## src/rtl/s1blc_pkg.sv

```systemverilog
// Package for the block link control engine: codes, phases, record types.
// No dependencies.
`default_nettype none
package s1blc_pkg;
	localparam int MAX_BLOCK = 256;
	localparam int TXA_W = 8;

	localparam logic [7:0] C_ENQ = 8'h05;
	localparam logic [7:0] C_EOT = 8'h04;
	localparam logic [7:0] C_ACK = 8'h06;
	localparam logic [7:0] C_NAK = 8'h15;

	localparam logic [2:0] REQ_BYTE  = 3'd0;
	localparam logic [2:0] REQ_TICK  = 3'd1;
	localparam logic [2:0] REQ_LOAD  = 3'd2;
	localparam logic [2:0] REQ_START = 3'd3;
	localparam logic [2:0] REQ_SLOT  = 3'd4;

	localparam logic [2:0] EV_NONE  = 3'd0;
	localparam logic [2:0] EV_DATA  = 3'd1;
	localparam logic [2:0] EV_GOOD  = 3'd2;
	localparam logic [2:0] EV_BAD   = 3'd3;
	localparam logic [2:0] EV_DONE  = 3'd4;
	localparam logic [2:0] EV_FAIL  = 3'd5;
	localparam logic [2:0] EV_BUSY  = 3'd6;

	localparam logic [1:0] REG_TIMEOUT = 2'd0;
	localparam logic [1:0] REG_RETRY   = 2'd1;
	localparam logic [1:0] REG_SLAVE   = 2'd2;
	localparam logic [1:0] REG_MAXLEN  = 2'd3;

	typedef enum logic [3:0] {
		P_IDLE, P_RX_LEN_LO, P_RX_LEN_HI, P_RX_DATA, P_RX_SUM,
		P_ARB_WAIT, P_TX_SEND, P_TX_WAIT_ACK
	} phase_t;

	typedef struct packed {
		logic       line_valid;
		logic [7:0] line_byte;
		logic [2:0] host_event;
		logic [7:0] host_byte;
		logic [8:0] host_length;
	} res_t;

	// word queued between front and back: up to two results
	typedef struct packed {
		logic  two;
		logic  rd;       // first-slot line byte comes from tx store read
		res_t  r0;
		res_t  r1;
	} job_t;
endpackage
`default_nettype wire

```

## src/rtl/s1blc_engine.sv

```systemverilog
// Front part: protocol state, classifies each input word into its results.
// Depends on s1blc_pkg. Holds the transmit store (read data registered).
`default_nettype none
module s1blc_engine
	import s1blc_pkg::*;
(
	input  wire logic        clk,
	input  wire logic        arst_n,
	input  wire logic        cfg_we,
	input  wire logic [1:0]  cfg_index,
	input  wire logic [15:0] cfg_data,
	input  wire logic        in_go,
	input  wire logic [2:0]  req,
	input  wire logic [7:0]  bval,
	output logic             job_valid,
	output job_t             job,
	output logic [7:0]       rd_data
);
	logic [15:0] timeout_q;
	logic [3:0]  limit_q;
	logic        slave_q;
	logic [8:0]  maxlen_q;
	phase_t      phase_q, phase_d;
	logic [15:0] timer_q, timer_d;
	logic [3:0]  retry_q, retry_d;
	logic        supp_q, supp_d, pend_q, pend_d;
	logic [8:0]  txc_q, txc_d, txp_q, txp_d;
	logic [31:0] txs_q, txs_d;
	logic [15:0] rxl_q, rxl_d;
	logic [8:0]  rxp_q, rxp_d;
	logic [31:0] rxs_q, rxs_d, rxe_q, rxe_d;
	logic [7:0]  mem [MAX_BLOCK];
	logic        we;
	logic [TXA_W-1:0] ra;
	res_t        rs [2];
	logic [1:0]  n;
	logic        rdf;
	logic [3:0]  lim, rinc;
	logic        tmo;
	logic [15:0] lenf;
	logic [8:0]  pp;
	logic [9:0]  sidx;

	always_ff @(posedge clk) begin
		if (we) mem[txc_q[TXA_W-1:0]] <= bval;
		rd_data <= mem[ra];
	end

	always_ff @(posedge clk or negedge arst_n) begin
		if (!arst_n) begin
			timeout_q <= 16'd4096; limit_q <= 4'd3; slave_q <= 1'b0; maxlen_q <= 9'd256;
			phase_q <= P_IDLE; timer_q <= '0; retry_q <= '0; supp_q <= 1'b0;
			pend_q <= 1'b0; txc_q <= '0; txp_q <= '0; txs_q <= '0; rxl_q <= '0;
			rxp_q <= '0; rxs_q <= '0; rxe_q <= '0; job_valid <= 1'b0;
		end else begin
			if (cfg_we) begin
				case (cfg_index)
					REG_TIMEOUT: timeout_q <= cfg_data;
					REG_RETRY:   limit_q <= cfg_data[3:0];
					REG_SLAVE:   slave_q <= cfg_data[0];
					REG_MAXLEN:  maxlen_q <= cfg_data[8:0];
					default: ;
				endcase
			end
			job_valid <= in_go && (n != 2'd0);
			if (in_go) begin
				phase_q <= phase_d; timer_q <= timer_d; retry_q <= retry_d;
				supp_q <= supp_d; pend_q <= pend_d; txc_q <= txc_d; txp_q <= txp_d;
				txs_q <= txs_d; rxl_q <= rxl_d; rxp_q <= rxp_d; rxs_q <= rxs_d;
				rxe_q <= rxe_d;
			end
		end
	end

	always_ff @(posedge clk) begin
		if (in_go) begin
			job.two <= (n == 2'd2);
			job.rd <= rdf;
			job.r0 <= rs[0];
			job.r1 <= rs[1];
		end
	end

	always_comb begin
		phase_d = phase_q; timer_d = timer_q; retry_d = retry_q; supp_d = supp_q;
		pend_d = pend_q; txc_d = txc_q; txp_d = txp_q; txs_d = txs_q; rxl_d = rxl_q;
		rxp_d = rxp_q; rxs_d = rxs_q; rxe_d = rxe_q;
		rs[0] = '0; rs[1] = '0; n = 2'd0; rdf = 1'b0; we = 1'b0;
		ra = txp_q[TXA_W-1:0] - TXA_W'(2);
		lim = (limit_q == 4'd0) ? 4'd1 : limit_q;
		rinc = retry_q + 4'd1;
		tmo = (timer_q <= 16'd1);
		lenf = {bval, rxl_q[7:0]};
		pp = txp_q - txc_q - 9'd2;
		sidx = {1'b0, txc_q} + 10'd2;
		case (req)
			REQ_BYTE: begin
				case (phase_q)
					P_IDLE: if (bval == C_ENQ) begin
						rs[0] = '{1'b1, C_EOT, EV_NONE, 8'd0, 9'd0}; n = 2'd1;
						phase_d = P_RX_LEN_LO; rxl_d = '0; rxp_d = '0; rxs_d = '0;
						rxe_d = '0; timer_d = timeout_q;
					end
					P_RX_LEN_LO: begin
						rxl_d = {8'd0, bval}; phase_d = P_RX_LEN_HI; timer_d = timeout_q;
					end
					P_RX_LEN_HI: begin
						rxl_d = lenf; timer_d = timeout_q; rxp_d = '0;
						if (lenf >= {7'd0, maxlen_q} || lenf > 16'(MAX_BLOCK)) begin
							rs[0] = '{1'b1, C_NAK, EV_BAD, 8'd0, 9'd0}; n = 2'd1;
							phase_d = P_IDLE;
							if (pend_q) begin
								rs[1] = '{1'b1, C_ENQ, EV_NONE, 8'd0, 9'd0}; n = 2'd2;
								phase_d = P_ARB_WAIT; supp_d = 1'b0;
							end
						end else phase_d = (lenf == 16'd0) ? P_RX_SUM : P_RX_DATA;
					end
					P_RX_DATA: begin
						timer_d = timeout_q;
						rs[0] = '{1'b0, 8'd0, EV_DATA, bval, rxp_q}; n = 2'd1;
						rxs_d = rxs_q + {24'd0, bval};
						rxp_d = rxp_q + 9'd1;
						if ({7'd0, rxp_d} >= rxl_q) begin
							rxp_d = '0; phase_d = P_RX_SUM;
						end
					end
					P_RX_SUM: begin
						timer_d = timeout_q;
						case (rxp_q[1:0])
							2'd0: rxe_d[7:0] = bval;
							2'd1: rxe_d[15:8] = bval;
							2'd2: rxe_d[23:16] = bval;
							default: rxe_d[31:24] = bval;
						endcase
						rxp_d = rxp_q + 9'd1;
						if (rxp_d >= 9'd4) begin
							if (rxe_d == rxs_q)
								rs[0] = '{1'b1, C_ACK, EV_GOOD, 8'd0, rxl_q[8:0]};
							else rs[0] = '{1'b1, C_NAK, EV_BAD, 8'd0, 9'd0};
							n = 2'd1; phase_d = P_IDLE;
							if (pend_q) begin
								rs[1] = '{1'b1, C_ENQ, EV_NONE, 8'd0, 9'd0}; n = 2'd2;
								phase_d = P_ARB_WAIT; supp_d = 1'b0;
							end
						end
					end
					P_ARB_WAIT: begin
						if (bval == C_EOT) begin
							phase_d = P_TX_SEND; txp_d = '0;
						end else if (bval == C_ENQ && slave_q) begin
							rs[0] = '{1'b1, C_EOT, EV_NONE, 8'd0, 9'd0}; n = 2'd1;
							phase_d = P_RX_LEN_LO; rxl_d = '0; rxp_d = '0; rxs_d = '0;
							rxe_d = '0; timer_d = timeout_q;
						end else begin
							retry_d = rinc;
							if (rinc >= lim || rinc == 4'd0) begin
								rs[0] = '{1'b0, 8'd0, EV_FAIL, 8'd0, 9'd0}; n = 2'd1;
								txc_d = '0; txs_d = '0; txp_d = '0; pend_d = 1'b0;
								phase_d = P_IDLE;
							end else begin
								supp_d = 1'b1; timer_d = timeout_q;
							end
						end
					end
					P_TX_WAIT_ACK: begin
						if (bval == C_ACK) begin
							rs[0] = '{1'b0, 8'd0, EV_DONE, 8'd0, 9'd0}; n = 2'd1;
							txc_d = '0; txs_d = '0; txp_d = '0; pend_d = 1'b0;
							phase_d = P_IDLE;
						end else begin
							retry_d = rinc;
							if (rinc >= lim || rinc == 4'd0) begin
								rs[0] = '{1'b0, 8'd0, EV_FAIL, 8'd0, 9'd0}; n = 2'd1;
								txc_d = '0; txs_d = '0; txp_d = '0; pend_d = 1'b0;
								phase_d = P_IDLE;
							end else begin
								rs[0] = '{1'b1, C_ENQ, EV_NONE, 8'd0, 9'd0}; n = 2'd1;
								phase_d = P_ARB_WAIT; supp_d = 1'b0; timer_d = timeout_q;
							end
						end
					end
					default: ;
				endcase
			end
			REQ_TICK: begin
				if (phase_q == P_RX_LEN_LO || phase_q == P_RX_LEN_HI ||
				    phase_q == P_RX_DATA || phase_q == P_RX_SUM ||
				    phase_q == P_ARB_WAIT || phase_q == P_TX_WAIT_ACK) begin
					timer_d = tmo ? 16'd0 : timer_q - 16'd1;
					if (tmo) begin
						if (phase_q == P_ARB_WAIT || phase_q == P_TX_WAIT_ACK) begin
							retry_d = rinc;
							if (rinc >= lim || rinc == 4'd0) begin
								rs[0] = '{1'b0, 8'd0, EV_FAIL, 8'd0, 9'd0}; n = 2'd1;
								txc_d = '0; txs_d = '0; txp_d = '0; pend_d = 1'b0;
								phase_d = P_IDLE;
							end else begin
								timer_d = timeout_q;
								if (phase_q == P_TX_WAIT_ACK) begin
									phase_d = P_ARB_WAIT; supp_d = 1'b0;
								end
								if (phase_q == P_TX_WAIT_ACK || !supp_q) begin
									rs[0] = '{1'b1, C_ENQ, EV_NONE, 8'd0, 9'd0}; n = 2'd1;
								end
							end
						end else begin
							rs[0] = '{1'b1, C_NAK, EV_BAD, 8'd0, 9'd0}; n = 2'd1;
							phase_d = P_IDLE;
							if (pend_q) begin
								rs[1] = '{1'b1, C_ENQ, EV_NONE, 8'd0, 9'd0}; n = 2'd2;
								phase_d = P_ARB_WAIT; supp_d = 1'b0; timer_d = timeout_q;
							end
						end
					end
				end
			end
			REQ_LOAD: begin
				if (pend_q || txc_q >= 9'(MAX_BLOCK)) begin
					rs[0] = '{1'b0, 8'd0, EV_BUSY, 8'd0, 9'd0}; n = 2'd1;
				end else begin
					we = 1'b1; txc_d = txc_q + 9'd1; txs_d = txs_q + {24'd0, bval};
				end
			end
			REQ_START: begin
				if (pend_q) begin
					rs[0] = '{1'b0, 8'd0, EV_BUSY, 8'd0, 9'd0}; n = 2'd1;
				end else begin
					pend_d = 1'b1; retry_d = '0; txp_d = '0;
					if (phase_q == P_IDLE) begin
						rs[0] = '{1'b1, C_ENQ, EV_NONE, 8'd0, 9'd0}; n = 2'd1;
						phase_d = P_ARB_WAIT; supp_d = 1'b0; timer_d = timeout_q;
					end
				end
			end
			REQ_SLOT: begin
				if (phase_q == P_TX_SEND) begin
					n = 2'd1;
					rs[0].line_valid = 1'b1;
					if (txp_q == 9'd0) rs[0].line_byte = txc_q[7:0];
					else if (txp_q == 9'd1) rs[0].line_byte = {7'd0, txc_q[8]};
					else if ({1'b0, txp_q} < sidx) rdf = 1'b1;
					else begin
						case (pp[1:0])
							2'd0: rs[0].line_byte = txs_q[7:0];
							2'd1: rs[0].line_byte = txs_q[15:8];
							2'd2: rs[0].line_byte = txs_q[23:16];
							default: rs[0].line_byte = txs_q[31:24];
						endcase
					end
					txp_d = txp_q + 9'd1;
					if ({1'b0, txp_d} >= {1'b0, txc_q} + 10'd6) begin
						phase_d = P_TX_WAIT_ACK; timer_d = timeout_q;
					end
				end
			end
			default: ;
		endcase
	end
endmodule
`default_nettype wire

```

## src/rtl/s1blc_outq.sv

```systemverilog
// Back part: queue of classified words, expands each into one or two results.
// Depends on s1blc_pkg.
`default_nettype none
module s1blc_outq
	import s1blc_pkg::*;
(
	input  wire logic       clk,
	input  wire logic       arst_n,
	input  wire logic       job_valid,
	input  wire job_t       job,
	input  wire logic [7:0] rd_data,
	output logic            room,
	output logic            o_valid,
	input  wire logic       o_ready,
	output res_t            o_res,
	output logic            o_last
);
	localparam int DEPTH = 4;
	job_t       q [DEPTH];
	logic [1:0] wp_q, rp_q;
	logic [2:0] cnt_q;
	logic       sub_q;
	logic       pop;
	job_t       jw, head;

	always_comb begin
		jw = job;
		if (job.rd) jw.r0.line_byte = rd_data;
		head = q[rp_q];
	end

	assign o_valid = (cnt_q != 3'd0);
	assign o_res = sub_q ? head.r1 : head.r0;
	assign o_last = sub_q || !head.two;
	assign pop = o_valid && o_ready && o_last;
	// two free entries cover the word in flight
	assign room = (cnt_q <= 3'(DEPTH - 2));

	always_ff @(posedge clk) begin
		if (job_valid) q[wp_q] <= jw;
	end

	always_ff @(posedge clk or negedge arst_n) begin
		if (!arst_n) begin
			wp_q <= '0; rp_q <= '0; cnt_q <= '0; sub_q <= 1'b0;
		end else begin
			if (job_valid) wp_q <= wp_q + 2'd1;
			if (pop) rp_q <= rp_q + 2'd1;
			cnt_q <= cnt_q + {2'd0, job_valid} - {2'd0, pop};
			if (o_valid && o_ready) sub_q <= !o_last;
		end
	end
endmodule
`default_nettype wire

```

## src/rtl/secs1_block_link_control_unit.sv

```systemverilog
// Top level of the block link control engine.
// Depends on s1blc_pkg, s1blc_engine, s1blc_outq.
//
// Input stream s_axis: one word per request (line byte, tick, load, start,
// transmitter slot). Output stream m_axis: zero, one or two result words per
// request, tlast on the final one of each request.
// A request is registered as a job, then queued; the queue head drives m_axis.
// Throughput: one request per cycle while s_axis_tready is high; the front
// engine updates its state per request. A four-entry queue separates it
// from the output; s_axis_tready drops when fewer than two entries are free.
// Receiver stall: m_axis words hold; the queue fills, then input stalls.
// Reset: phase idle, counters and sums clear, registers take their
// defaults (timeout 4096, retry limit 3, master mode, max length 256).
// Configuration writes are taken at any cycle with cfg_we high.
`default_nettype none
module secs1_block_link_control_unit
	import s1blc_pkg::*;
(
	input  wire logic        clk,
	input  wire logic        arst_n,
	input  wire logic        cfg_we,
	input  wire logic [1:0]  cfg_index,
	input  wire logic [15:0] cfg_data,
	input  wire logic        s_axis_tvalid,
	output logic             s_axis_tready,
	input  wire logic [7:0]  s_axis_tdata,  // byte_value
	input  wire logic [2:0]  s_axis_tuser,  // req_type
	output logic             m_axis_tvalid,
	input  wire logic        m_axis_tready,
	output logic [31:0]      m_axis_tdata,  // line_valid, line_byte, host_event,
	                                        // host_byte, host_length, zero fill
	output logic             m_axis_tlast
);
	logic       go, jv;
	job_t       jb;
	logic [7:0] rdd;
	res_t       r;

	assign go = s_axis_tvalid && s_axis_tready;

	s1blc_engine u_eng (
		.clk(clk), .arst_n(arst_n), .cfg_we(cfg_we), .cfg_index(cfg_index),
		.cfg_data(cfg_data), .in_go(go), .req(s_axis_tuser), .bval(s_axis_tdata),
		.job_valid(jv), .job(jb), .rd_data(rdd)
	);

	s1blc_outq u_q (
		.clk(clk), .arst_n(arst_n), .job_valid(jv), .job(jb), .rd_data(rdd),
		.room(s_axis_tready), .o_valid(m_axis_tvalid), .o_ready(m_axis_tready),
		.o_res(r), .o_last(m_axis_tlast)
	);

	assign m_axis_tdata = {3'd0, r.host_length, r.host_byte, r.host_event,
		r.line_byte, r.line_valid};
endmodule
`default_nettype wire

```

## config.mk

```make
export PLATFORM = sky130hd
export DESIGN_NAME = secs1_block_link_control_unit
export DESIGN_NICKNAME = d
export VERILOG_FILES = /design/src/rtl/s1blc_pkg.sv /design/src/rtl/s1blc_engine.sv /design/src/rtl/s1blc_outq.sv /design/src/rtl/secs1_block_link_control_unit.sv
export SDC_FILE = /design/constraint.sdc
export NUM_CORES = 2
export LEC_CHECK = 0
export BUFFER_PORTS_ARGS = -buffer_cell sky130_fd_sc_hd__buf_2
export CAP_MARGIN = 5
export CELL_PAD_IN_SITES_DETAIL_PLACEMENT = 1
export CELL_PAD_IN_SITES_GLOBAL_PLACEMENT = 1
export CORE_MARGIN = 2
export CORE_UTILIZATION = 50
export DETAILED_ROUTE_END_ITERATION = 7
export GPL_TIMING_DRIVEN = 0
export PLACE_DENSITY = 0.76
export SKIP_LAST_GASP = 1
export SYNTH_ARGS = -nofsm -noshare
export SYNTH_HDL_FRONTEND = slang
export SYNTH_SLANG_ARGS = --single-unit
export TNS_END_PERCENT = 5
```

## constraint.sdc

```tcl
create_clock -name clk -period 4.3 [get_ports clk]
set_input_delay 1.075 -clock clk [delete_from_list [all_inputs] [get_ports clk]]
set_output_delay 1.075 -clock clk [all_outputs]
set_load 0.05 [all_outputs]
```

Word level (Yosys, flattened, before mapping)
Memories as Yosys holds them, arrays and structs flattened. A register that Yosys moved wholly into a read port is not among the register bits. Cells that the tools add are included.

Output and inout port bits: 35. Bits in writable memories: 2288. Register bits: 264. Memories: 2. Word-level logic and storage cells: 364. Input bits: 34.

Memory list: u_eng.mem (words 256, width 8, read ports 1, clocked after memory_dff 1, write ports 1, RTL line s1blc_engine.sv:32) `logic [7:0] mem [MAX_BLOCK];`; u_q.q (words 4, width 60, read ports 1, clocked after memory_dff 0, write ports 1, RTL line s1blc_outq.sv:19) `job_t q [DEPTH];`.

Equality and inequality tests: 53. Bitwise operators: 3. Reduce and logical (&&, ||, !) cells: 58. Add/subtract/negate cells: 16. Magnitude comparators: 10. Mux-type cells: 188.

Operators with widths (count): two-way mux 29 bit (13); two-way mux 32 bit (11); two-way mux 16 bit (18); one-hot mux 32 bit (3 select lines) (3); two-way mux 58 bit (4); two-way mux 9 bit (22); one-hot mux 16 bit (4 select lines) (3); one-hot mux 29 bit (6 select lines) (1); two-way mux 8 bit (16); one-hot mux 29 bit (2 select lines) (2); two-way mux 4 bit (25); one-hot mux 9 bit (5 select lines) (2); one-hot mux 20 bit (4 select lines) (1); adder 32 x 8 -> 32 bit (2); one-hot mux 32 bit (2 select lines) (1); two-way mux 20 bit (2); one-hot mux 9 bit (2 select lines) (2); one-hot mux 9 bit (4 select lines) (1); two-way mux 1 bit (35); == test 32 bit (1); one-hot mux 4 bit (7 select lines) (1); adder 9 x 1 -> 9 bit (second input constant) (3); one-hot mux 9 bit (3 select lines) (1); two-way mux 25 bit (1); other kinds (75) (157).

Logic depth before layout (Yosys ltp)
Depth after elaboration: 11. Depth in mapped cells: 20. Mapped depth without buffers: 12.

Modules after synthesis
A second synthesis with hierarchy kept.

Cell total of the unflattened synthesis: 5587. Area, all modules: 103698.2 um2.

Modules (own cells, without submodules): s1blc_engine (sequential area each 67504.7 um2, instances 1, area an instance 94160.3 um2, cells each 5125); s1blc_outq (sequential area each 7287.0 um2, instances 1, area an instance 9505.4 um2, cells each 457); secs1_block_link_control_unit (sequential area each 0.0 um2, instances 1, area an instance 32.5 um2, cells each 5).

Least setup slack after synthesis
Ideal clock, no wire load.

Path type: reg-to-reg. Start point: register u_eng.txp_q[1]. End point: register u_eng.timer_q[14]. Path buffers: 7. Arrival: 4127 ps. Setup slack: 47 ps. Setup time: 126 ps. Clock period less this slack: 4253 ps. Required time: 4174 ps. Stages on the path, launching flop included: 18. Cells stage by stage: dfrtp_1 buf_2 buf_2 buf_2 buf_2 buf_2 buf_1 inv_1 ha_1 ha_1 a21bo_2 a21oi_1 o2111ai_1 a211oi_1 o211ai_1 buf_2 o21a_1 a221o_1.

Longest elaborated chain between the ends: 4.

RTL lines: from (decl) (RTL line s1blc_engine.sv:27) `logic [8:0] txc_q, txc_d, txp_q, txp_d;`; from (signal assigned) (RTL line s1blc_engine.sv:68) `supp_q <= supp_d; pend_q <= pend_d; txc_q <= txc_d; txp_q <= txp_d;`; adder 9 x 1 -> 9 bit (RTL line s1blc_engine.sv:250) `txp_d = txp_q + 9'd1;`; >= comparator 9 x 10 -> 1 bit (RTL line s1blc_engine.sv:251) `if ({1'b0, txp_d} >= {1'b0, txc_q} + 10'd6) begin`; inequality test 2 x 1 -> 1 bit (no line); AND reduction 11 bit (no line); to (signal assigned) (RTL line s1blc_engine.sv:67) `phase_q <= phase_d; timer_q <= timer_d; retry_q <= retry_d;`; to (decl) (RTL line s1blc_engine.sv:24) `logic [15:0] timer_q, timer_d;`.

Every way passes these cells. A chain may end at the register's enable or synchronous reset.

Worst setup path in the final report
Start point: register u_eng.txc_q[8]. End point: memory u_eng.mem[140][4] (enable).

Longest elaborated chain between the ends: 6.

RTL lines: from (decl) (RTL line s1blc_engine.sv:27); from (signal assigned) (RTL line s1blc_engine.sv:68); >= comparator 9 bit (RTL line s1blc_engine.sv:218) `if (pend_q || txc_q >= 9'(MAX_BLOCK)) begin`; logical OR 1 bit (RTL line s1blc_engine.sv:218); two-way mux 1 bit (RTL line s1blc_engine.sv:218); two-way mux 1 bit (RTL line s1blc_engine.sv:96) `case (req)`; two-way mux 1 bit (RTL line s1blc_engine.sv:45) `if (we) mem[txc_q[TXA_W-1:0]] <= bval;`; two-way mux 1 bit (not written as such) (RTL line s1blc_engine.sv:45); to (decl) (RTL line s1blc_engine.sv:32).

Every way passes these cells.

==> results.toml <==
[setup_path]
worstPathMaxFanout = 10
max_stage_delay_ps = 980
reg2reg_depth = 7
worst_ep_arrival_time_ps = 5240
start_kind = "register"
crit_required_ps = 4810
path_cells = "clkbuf_1 > nor2_4 > nand2_1 > nor2_1 > nand2_1 > clkbuf_2 > nor2_1"
crit_path_top_delay_cell = "nor2_1"
crit_path_end_kind = "register"
worstSetupPathType = "register to register"

[layout]
instances_no_fill = 8701
nFillCells = 17500
drive_gt1_share_pct = 24.9
nets = 5977
finish.utilization_pct = 57.1
synthToLayoutAreaGrowth_pct = 13.4

[die]
die_w_um = 450
die-area_sq_um = 202000
dieHeight_um = 450
start_util_pct = 50.4
num_io_pins = 69
core_sq_um = 197000
fp-row-count = 163

[timing]
clock_skew_ps = 71.2
maxSlewViolCount = 0
period_minus_slack_ps = 4720
max_freq_mhz = 212
finalCritPeriodShare_pct = 110
setup_violations = 605
setup_ws_ps = -425
max_slew_margin_pct = 1.54
rsz0062_at_grt = "true"
hold_viol_final = 0
tightest_slew_ps = 1480

[clock_network]
cts_tree = "built"
clock-root-buffer = "clkbuf_16"
clk_path_buf_depth = 3
cts.clk_slew.worst_paths_ps = 60
htree_levels = 4
clock_latency_ps = 920
cts_inserted_buffers = 235
cts_hold_buffers = 0
clock-sinks = 2415

[drt]
ant_nets = 0
via_count = 58200
routed_wl_mm = 315
drt-initial-drc-count = 8473
dr.pass1.iters = 6
avgRoutedWirePerCell_um = 36.2
drc = 0
avgViaCountPerCell = 6.69

[power_and_ir_drop]
p_total_mw = 63.4
pwr-share-seq_pct = 42.1
swShare_pct = 30.9
powerDensity_nw_per_um2 = 562
combPwrFrac_pct = 25.1
clock_power_share_pct = 32.8
p_int_mw = 43.8
leakage_nw = 36.2
p_switching_mw = 19.6
ir_drop_mv = 0.516

[yosys]
avgSynthCellArea_sq_um = 18.1
syn-cell-area_sq_um = 99500
synth-main-ff-cell = "edfxtp_1"
synth_edf_count = 2204
synth.yosys.seq_area_share_pct = 71.8
synthCells = 5497
ys_seq_elements = 2415
async_flop_share_pct = 8.41
synth_cell_types = 104
yosys_warnings = 0

[grt]
grt_max_degree = 156
grt_overflow_total = 0
grt_usage_pct = 31.1
antenna_found_initial = 15
grt_pass1_vias = 59600
grt_pass1_wl_mm = 448

[placed_design]
dp_cells = 8227
dpl_worst_slack_ps = -4750
io_buffers = 64
dp_hpwl_mm = 205
gp_congestion = 0.924

[min_path]
hold_class = "input port to async pin"

[job]
cap_violations = 0

[run_status]
violations = "setup timing"
status = "complete, but fails checks"
path summary, 6_finish.rpt:
| check | start | endpoint | slack, ps |
|---|---|---|---|
| worst max-delay path | u_eng.txc_q[8]$_DFFE_PN0P_ | u_eng.mem[140][4]$_DFFE_PP_ | -420 |
| worst min-delay path | arst_n | u_eng.timeout_q[10]$_DFFE_PN0P_ | 210 |
| worst max register to register | u_eng.txc_q[8]$_DFFE_PN0P_ | u_eng.mem[140][4]$_DFFE_PP_ | -420 |
| worst min register to register | u_eng.timeout_q[6]$_DFFE_PN0P_ | u_eng.timer_q[6]$_DFFE_PN0P_ | 490 |
| max in group asynchronous | arst_n | u_q.wp_q[0]$_DFFE_PN0P_ | 3030 |
| min in group clk | cfg_data[11] | u_eng.timeout_q[11]$_DFFE_PN0P_ | 420 |
metrics by stage:
step	hold slack (ps)	cell area (sq um)	TNS, ps
3_3_place_gp	462	103000	-4828400
2_1_floorplan	444	99500	0
3_5_place_dp	475	104000	-1506410
6_report	207	113000	-102980
4_1_cts	239	113000	-53240
5_1_grt	294	113000	-78270
cell usage in the layout, fill, tap and decap left out, types with 22 or more instances in the layout:
cell type / n
mux2_2: 75
nor2b_1: 42
nor2_1: 427
nand3_1: 122
nor3_1: 31
o21ai_1: 30
buf_1: 22
mux2i_1: 46
clkinv_1: 52
inv_1: 68
buf_4: 62
o22ai_1: 42
xnor2_1: 62
nand2b_1: 23
clkbuf_16: 238
o21ai_0: 114
nor2_2: 72
and3_1: 42
edfxtp_1: 2204
buf_2: 135
clkinv_2: 49
a22o_1: 43
xor2_1: 28
a21oi_1: 79
clkbuf_2: 26
dfrtp_1: 197
mux4_2: 598
nand4_1: 60
nand2_1: 268
ha_1: 82
clkbuf_1: 162
cell usage after synthesis (29+ instances only):
library cell	instances	area [sq um]
edfxtp_1	2204	66200
mux4_2	598	13500
nor2_1	503	1890
nand2_1	276	1040
dfrtp_1	199	4980
clkbuf_1	167	627
nand3_1	127	636
o21ai_0	116	581
buf_2	97	485
ha_1	82	1030
a21oi_1	80	400
mux2_2	75	845
inv_1	68	255
xnor2_1	63	552
nand4_1	60	375
mux2i_1	46	460
a22o_1	44	385
o22ai_1	43	269
and3_1	42	263
nor2b_1	42	263
nor3_1	35	175
o21ai_1	33	165
buf_1	30	113
xor2_1	29	254
worst max-delay path, delay by kind of cell (launching register included):
kind	cells	cell delay, ps
AND/OR/NAND/NOR	5	2900
buffers and inverters	2	1050
flip-flops	1	360
cells by family after synthesis:
family / Yosys count / synth area share [%]
simple gates: 1244 / 5.89
xor+xnor: 92 / 0.810
other cells: 1 / 0.00377
mux: 719 / 14.9
fa+ha+maj: 85 / 1.09
flops: 2415 / 71.8
buf+inv: 388 / 1.70
compound gates: 553 / 3.83
flip-flops by register name (all words and copies together) (netlist names), 4 cells and up:
| register | flops |
|---|---|
| u_eng.limit_q | 4 |
| u_eng.timeout_q | 16 |
| u_eng.mem | 2048 |
| u_eng.rd_data | 8 |
| u_eng.rxp_q | 9 |
| u_eng.timer_q | 16 |
| u_eng.txc_q | 9 |
| u_eng.job | 32 |
| u_eng.maxlen_q | 9 |
| u_eng.rxe_q | 32 |
| u_eng.retry_q | 4 |
| u_eng.txp_q | 9 |
| u_eng.rxl_q | 16 |
| u_eng.txs_q | 32 |
| u_eng.rxs_q | 32 |
| u_q.q | 124 |
power by group through the flow:
| stage | clock [mW] | combinational [mW] | sequential (mW) |
|---|---|---|---|
| 2_1_floorplan | 0 | 9.45 | 27.0 |
| 3_3_place_gp | 0 | 14.5 | 27.2 |
| 3_5_place_dp | 0 | 15.0 | 27.2 |
| 4_1_cts | 20.8 | 15.7 | 26.7 |
| 5_1_grt | 21.6 | 16.5 | 26.7 |
| 6_report | 20.8 | 15.9 | 26.7 |
timing repair:
item	CTS	global route
endpoints found under the setup margin	1634	773
buffers inserted	43	0
resized for setup	241	32
pin swaps	24	0
cloned	1	0
cell type report:
type | count | area (sq um) | share of cell area [%]
clock inverters | 146 | 1460 | 1.29
well taps | 2640 | 3300 | 2.93
flip-flops and latches | 2415 | 71400 | 63.4
repair buffers | 134 | 1380 | 1.22
plain buffers | 305 | 1680 | 1.49
inverters | 71 | 267 | 0.236
clock buffers | 288 | 6200 | 5.50
diodes | 6 | 15.0 | 0.0133
multi-input cells | 2696 | 27000 | 24.0
per-layer routing:
metal,track usage [%],vias to the layer above,part of all wire (%)
li1,-,22800,-
met1,41.6,30600,37
met2,47.5,3906,46
met3,7.87,876,11
met4,16.1,14,6.0
met5,0,-,0.060
Note: power is estimated with default switching activity, not from simulation.
